File: config.mk
export PLATFORM = sky130hd
export DESIGN_NAME = rsc_div
export DESIGN_NICKNAME = d
export VERILOG_FILES = /design/src/design/rsc_pkg.sv /design/src/design/rsc_div.sv
export SDC_FILE = /design/constraint.sdc
export NUM_CORES = 2
export LEC_CHECK = 0
export BUFFER_PORTS_ARGS = -buffer_cell sky130_fd_sc_hd__buf_2
export CAP_MARGIN = 40
export CORE_ASPECT_RATIO = 0.9
export CORE_MARGIN = 5
export CORE_UTILIZATION = 55
export DETAILED_ROUTE_END_ITERATION = 7
export GPL_ROUTABILITY_DRIVEN = 0
export GPL_TIMING_DRIVEN = 0
export PLACE_DENSITY = 0.74
export SETUP_SLACK_MARGIN = 0.15
export SYNTH_ARGS = -nofsm -noshare
export SYNTH_HDL_FRONTEND = slang
export SYNTH_SLANG_ARGS = --single-unit
File: constraint.sdc
create_clock -name clk -period 8.6 [get_ports clk]
set_clock_uncertainty 0.1 [all_clocks]
set_input_delay 0.86 -clock clk [delete_from_list [all_inputs] [get_ports clk]]
set_output_delay 0.86 -clock clk [all_outputs]
set_load 0.1 [all_outputs]
File: src/design/rsc_pkg.sv
package rsc_pkg;

	typedef logic [63:0] word_t;

	localparam int MAX_POSITIONS_DEF = 16384;
	localparam int MAX_HEAD_DIM_DEF = 256;

	localparam word_t LOG2_10K_Q60 = 64'hD49A784BCD1B8AFE;
	localparam word_t LN2_Q64 = 64'hB17217F7D1CF79AC;
	localparam word_t INV_2PI_Q64 = 64'h28BE60DB9391054A;
	localparam word_t HALF_PI_Q62 = 64'h6487ED5110B4611A;
	localparam word_t ONE_Q62 = 64'h4000000000000000;
	localparam word_t ONE_Q63 = 64'h8000000000000000;

	localparam logic SERIES_EXP = 1'b0;
	localparam logic SERIES_TRIG = 1'b1;

	localparam logic REG_HEAD_DIM = 1'b0;
	localparam logic REG_CONVENTION = 1'b1;

endpackage

File: src/design/rsc_div.sv
module rsc_div #(
	parameter int NW = 64,
	parameter int DW = 9,
	parameter int STEP = 4,
	parameter int SBW = 14
) (
	input  logic           clk,
	input  logic           arst_n,
	input  logic           valid_i,
	input  logic [NW-1:0]  num_i,
	input  logic [DW-1:0]  den_i,
	input  logic [SBW-1:0] sb_i,
	output logic           valid_o,
	output logic [NW-1:0]  quo_o,
	output logic [SBW-1:0] sb_o
);
	import rsc_pkg::*;

	localparam int STAGES = NW / STEP;

	logic           valid_s [STAGES+1];
	logic [NW-1:0]  work_s [STAGES+1];
	logic [DW-1:0]  rem_s [STAGES+1];
	logic [DW-1:0]  den_s [STAGES+1];
	logic [SBW-1:0] sb_s [STAGES+1];

	assign valid_s[0] = valid_i;
	assign work_s[0] = num_i;
	assign rem_s[0] = '0;
	assign den_s[0] = den_i;
	assign sb_s[0] = sb_i;

	for (genvar j = 0; j < STAGES; j++) begin : g_stage
		logic [NW-1:0] work_c;
		logic [DW-1:0] rem_c;
		logic [DW:0]   trial;

		always_comb begin
			work_c = work_s[j];
			rem_c = rem_s[j];
			trial = '0;
			for (int b = 0; b < STEP; b++) begin
				trial = {rem_c, work_c[NW-1]};
				work_c = {work_c[NW-2:0], 1'b0};
				if (trial >= {1'b0, den_s[j]}) begin
					trial = trial - {1'b0, den_s[j]};
					work_c[0] = 1'b1;
				end
				rem_c = trial[DW-1:0];
			end
		end

		always_ff @(posedge clk or negedge arst_n) begin
			if (!arst_n) begin
				valid_s[j+1] <= 1'b0;
			end else begin
				valid_s[j+1] <= valid_s[j];
			end
		end

		always_ff @(posedge clk) begin
			work_s[j+1] <= work_c;
			rem_s[j+1] <= rem_c;
			den_s[j+1] <= den_s[j];
			sb_s[j+1] <= sb_s[j];
		end
	end

	assign valid_o = valid_s[STAGES];
	assign quo_o = work_s[STAGES];
	assign sb_o = sb_s[STAGES];

endmodule

* Yosys cells after proc, flatten, opt, wreduce, memory -nomap -nowiden
Cells that the tools add are included.
** Word-level totals
- Register bits after elaboration :: 1534
- Input bits :: 90
- Output and inout port bits :: 79
** Operators by class
- Add/subtract/negate cells :: 63
- Order comparisons :: 64
- Muxes and demuxes :: 127
** Operators by type and width (number)
- 10-bit by 9-bit >= comparator with 1-bit output :: 63
- 9-bit 2-to-1 mux :: 63
- 9-bit subtractor :: 62
- 1-bit 2-to-1 mux :: 64
- 1-bit by 9-bit >= comparator with 1-bit output :: 1
- 1-bit by 9-bit subtractor with 9-bit output :: 1

* Depth between registers and ports, before layout
- Depth after elaboration :: 8
- Depth in mapped cells :: 43
- Gate-level depth less buffers :: 39

* Worst setup path before layout
OpenSTA, ideal clock, no wires.
- Path type :: reg-to-reg
- Start :: register den_s[37] (netlist name)
- End :: register rem_s[35] (netlist name)
- Setup time :: 0.122 ns
- Data arrival time :: 8.322 ns
- Data required time :: 8.378 ns
- Slack :: 0.056 ns
- Stages on the path, launching flop included :: 40
- Period minus slack after synthesis :: 8.544 ns
- Cell sequence :: dfxtp_1 > inv_1 > fa_1 > a211oi_1 > o21ai_1 > a31o_2 > buf_2 > mux2i_1 > inv_1 > ha_1 > nor2b_1 > o21ai_0 > nand2b_1 > o211ai_1 > or3b_1 > buf_6 > clkbuf_1 > o21ai_0 > [... 4 more ...] > a21oi_1 > a211oi_1 > a21oi_1 > o21ai_0 > nand3_1 > clkbuf_1 > nand2_1 > o21ai_0 > ha_1 > a21o_1 > a21o_1 > a221oi_1 > o21ai_0 > a311oi_2 > nand2b_1 > buf_6 > inv_4 > a221o_1
** On the way
- Longest elaborated chain between the ends :: 8
** Ends and longest elaborated chain
- from (decl) :: line rsc_div.sv:24 : logic [DW-1:0] den_s [STAGES+1];
- from (signal, indexed assignment) :: line rsc_div.sv:64 : den_s[j+1] <= den_s[j];
- 9-bit subtractor or 10-bit by 9-bit >= comparator with 1-bit output (tied branches) :: line rsc_div.sv:46, rsc_div.sv:45
- 9-bit 2-to-1 mux :: line rsc_div.sv:45 : if (trial >= {1'b0, den_s[j]}) begin
- 9-bit subtractor or 10-bit by 9-bit >= comparator with 1-bit output (tied branches) :: line rsc_div.sv:46, rsc_div.sv:45
- 9-bit 2-to-1 mux :: line rsc_div.sv:45
- 9-bit subtractor or 10-bit by 9-bit >= comparator with 1-bit output (tied branches) :: line rsc_div.sv:46, rsc_div.sv:45
- 9-bit 2-to-1 mux :: line rsc_div.sv:45
- 9-bit subtractor or 10-bit by 9-bit >= comparator with 1-bit output (tied branches) :: line rsc_div.sv:46, rsc_div.sv:45
- 9-bit 2-to-1 mux * :: line rsc_div.sv:45
- named net g_stage[12].trial[8] :: line rsc_div.sv:36 : logic [DW:0] trial;
- to (signal, indexed assignment) :: line rsc_div.sv:63 : rem_s[j+1] <= rem_c;
- to (decl) :: line rsc_div.sv:23 : logic [DW-1:0] rem_s [STAGES+1];
Mark *: on every way through the listed nets, which the timed path passes. The rest lies on a longest branch.

* Worst setup path after layout
- Start :: register den_s[32] (netlist name)
- End :: register rem_s[22] (netlist name)
** On the way
- Longest elaborated chain between the ends :: 8
** Ends and longest elaborated chain (line)
- 9-bit subtractor or 10-bit by 9-bit >= comparator with 1-bit output (tied branches) :: rsc_div.sv:46, rsc_div.sv:45
- 9-bit 2-to-1 mux :: rsc_div.sv:45
- 10-bit by 9-bit >= comparator with 1-bit output or 9-bit subtractor (tied branches) :: rsc_div.sv:45, rsc_div.sv:46
- 9-bit 2-to-1 mux :: rsc_div.sv:45
- 9-bit subtractor or 10-bit by 9-bit >= comparator with 1-bit output (tied branches) :: rsc_div.sv:46, rsc_div.sv:45
- 9-bit 2-to-1 mux :: rsc_div.sv:45
- 9-bit subtractor or 10-bit by 9-bit >= comparator with 1-bit output (tied branches) :: rsc_div.sv:46, rsc_div.sv:45
- 9-bit 2-to-1 mux * :: rsc_div.sv:45
- named net g_stage[13].trial[4] :: rsc_div.sv:36
Marked as above.

==> run metrics <==
startpoint types=register; Synth top area share=0.499; Clock Sinks=1534; hold slack=0.101 ns; pins over their slew limit=0; P&R area growth vs syn=16.8%; path depth of the worst reg2reg path=39; cell with the most instances after synthesis=dfxtp_1; top_reg_cell synth=dfxtp_1; share of layout cells above drive strength 1=0.199; Yosys reg bits=1534; Max-Cap Viols=0; total via count in the routed design=40100; Final min period=8.21 ns; I/O Buffers=168; H-tree depth=4; core footprint=110000 um2; Final Cycle Share=0.955; DRT antenna net count=0; Worst Max-Slew Pin Slew=0.857 ns; outcome=completed; vias in the first global route=38600; CP max stage delay=0.44 ns; Synth warnings=0; hpwl dp=84.4 mm; initial drt markers=2446; final setup margin=0.390 ns; clk_lat worst skew=0.75 ns; worst setup path category=reg2reg; Seq/Total Area, Yosys=0.506; initial antenna violation count=1; post-layout util=0.649; CP Max Fanout=10; CP most frequent cell=buf_4; Worst slew margin=0.414; # IOs=169; pre-CTS setup slack=-1.65 ns; Async S/R FF share, synth=0.0104; TritonCTS clock tree=yes; synth unique cells=103; f_max=0.122 GHz; fin nets=6770; Post-Synthesis Cells=5610; CP endpoint kind=register; Final setup viols=0; Hold WC Path Type=in2reg; slowest CP cell=fa_1; 1st-pass router iterations=6; clock-pin slew on the worst setup and hold paths=0.07 ns; Num CTS Buffers=145; # rows=115; WHS Path Cells=1; WP data required=9.15 ns; largest cells by area after synthesis=dfxtp_1 50%, ha_1 12%, mux2_2 4.4%; DRC Markers=0; Worst EP arrival=8.76 ns; post-DR wirelength/cell=15.4 um; clock root buffer master=clkbuf_16; top cells by count, synth=1518 x dfxtp_1, 569 x ha_1, 447 x inv_1; die width=361 um; routed vias/inst=5.26; Die ar.=118000 um2; setup repair after global routing missed its margin=true; Initial Util=0.556; number of enable flip-flop cells after synthesis=0; syn avg cell area=10.9 um2; post-synthesis cell type with the largest combined area=dfxtp_1; pin count of the biggest net entering global routing=18; Mapped Area=60900 um2; Fin. Hold Viols=0; syn nets=6331; Post-Route WL=118 mm; maximum root-to-sink buffer count=3; first-pass GRT wire length=190 mm; Total GRT Usage=0.192; grt ovf=0; Die Y-Extent=326 um
-- final timing paths --
kind                                      start               endpoint  slack [ns]
setup reg to reg                      den_s[32]              rem_s[22]        0.39
min in group asynchronous                arst_n            valid_s[14]        0.46
hold reg to reg            g_stage[7].work_c[4]   g_stage[8].work_c[8]        0.21
hold / removal                        num_i[47]  g_stage[1].work_c[55]        0.10
max in group asynchronous                arst_n                valid_o        7.67
setup / recovery                      den_s[32]              rem_s[22]        0.39
-- logic make-up after synthesis --
kind of cell,after synthesis,share of synthesized area
mux,310,0.0567
fa+ha+maj,631,0.137
flops,1534,0.506
compound gates,1178,0.126
xor+xnor,361,0.0519
simple gates,1008,0.0810
buf+inv,588,0.0421
-- per-layer routing --
layer	GRT usage	vias up	routed length (um)
li1	-	20400	-
met1	0.269	18700	56500
met2	0.307	900	52700
met3	0.0345	195	5970
met4	0.0547	0	2460
met5	0	-	0
-- worst max-delay path: cells and delay by family, from the launching register on --
kind	cells	cell delay (ns)
AO/OA/AOI/OAI	14	2.89
buffers and inverters	9	1.39
adder cells (fa/ha/maj)	4	1.36
AND/OR/NAND/NOR	9	1.02
multiplexers	3	0.94
flip-flops	1	0.37
-- flip-flops by register name, summed over array words and instances (netlist names) --
| register | count |
|---|---|
| quo_o | 64 |
| work_s | 60 |
| rem_s | 135 |
| den_s | 135 |
| sb_o | 14 |
| g_stage.work_c | 900 |
| valid_o | 1 |
| sb_s | 210 |
| valid_s | 15 |
-- per-stage QoR --
step	instance area, um2	setup TNS [ns]	std cells
2_1_floorplan	60900	0	5610
3_3_place_gp	63600	-105.20	7240
3_5_place_dp	63600	-120.59	7240
4_1_cts	69600	0	7559
5_1_grt	71100	-0.0779	7633
6_report	71100	0	7635
-- final cells by class --
cell class	count	area [um2]
multi-input cells	3493	28800
diodes	2	5.00
clock inverters	73	961
clock buffers	196	4160
well taps	1462	1830
plain buffers	131	1010
inverters	457	1760
flip-flops and latches	1534	30900
fillers	8421	38500
repair buffers	287	1750
-- cells in the final DEF (no fill, tap or decap), types with 28 or more instances in the layout --
| cell | instances |
|---|---|
| a21boi_0 | 28 |
| a21o_1 | 142 |
| a21oi_1 | 319 |
| a21oi_2 | 33 |
| buf_2 | 174 |
| buf_4 | 206 |
| clkbuf_16 | 150 |
| dfxtp_1 | 1491 |
| fa_1 | 48 |
| ha_1 | 541 |
| inv_1 | 432 |
| mux2_2 | 235 |
| mux2i_1 | 50 |
| nand2_1 | 229 |
| nand2b_1 | 75 |
| nand3_1 | 38 |
| nand4_1 | 100 |
| nor2_1 | 297 |
| nor2b_1 | 103 |
| nor3_1 | 50 |
| o21a_1 | 44 |
| o21ai_0 | 207 |
| o21ai_1 | 46 |
| o21ai_2 | 31 |
| o21bai_1 | 34 |
| xnor2_1 | 222 |
| xor2_1 | 139 |
-- what timing repair did --
action | 4_1_cts | 5_1_grt
endpoints found under the hold margin | 16 | 0
cloned | 4 | 5
pin swaps | 22 | 76
hold buffers | 1 | 0
endpoints found under the setup margin | 141 | 149
gates resized for setup | 202 | 288
setup buffers | 45 | 69
Power is left out: the tool's default activity adds up to more than one toggle a clock period on the data nets, which glitch-free logic cannot reach.
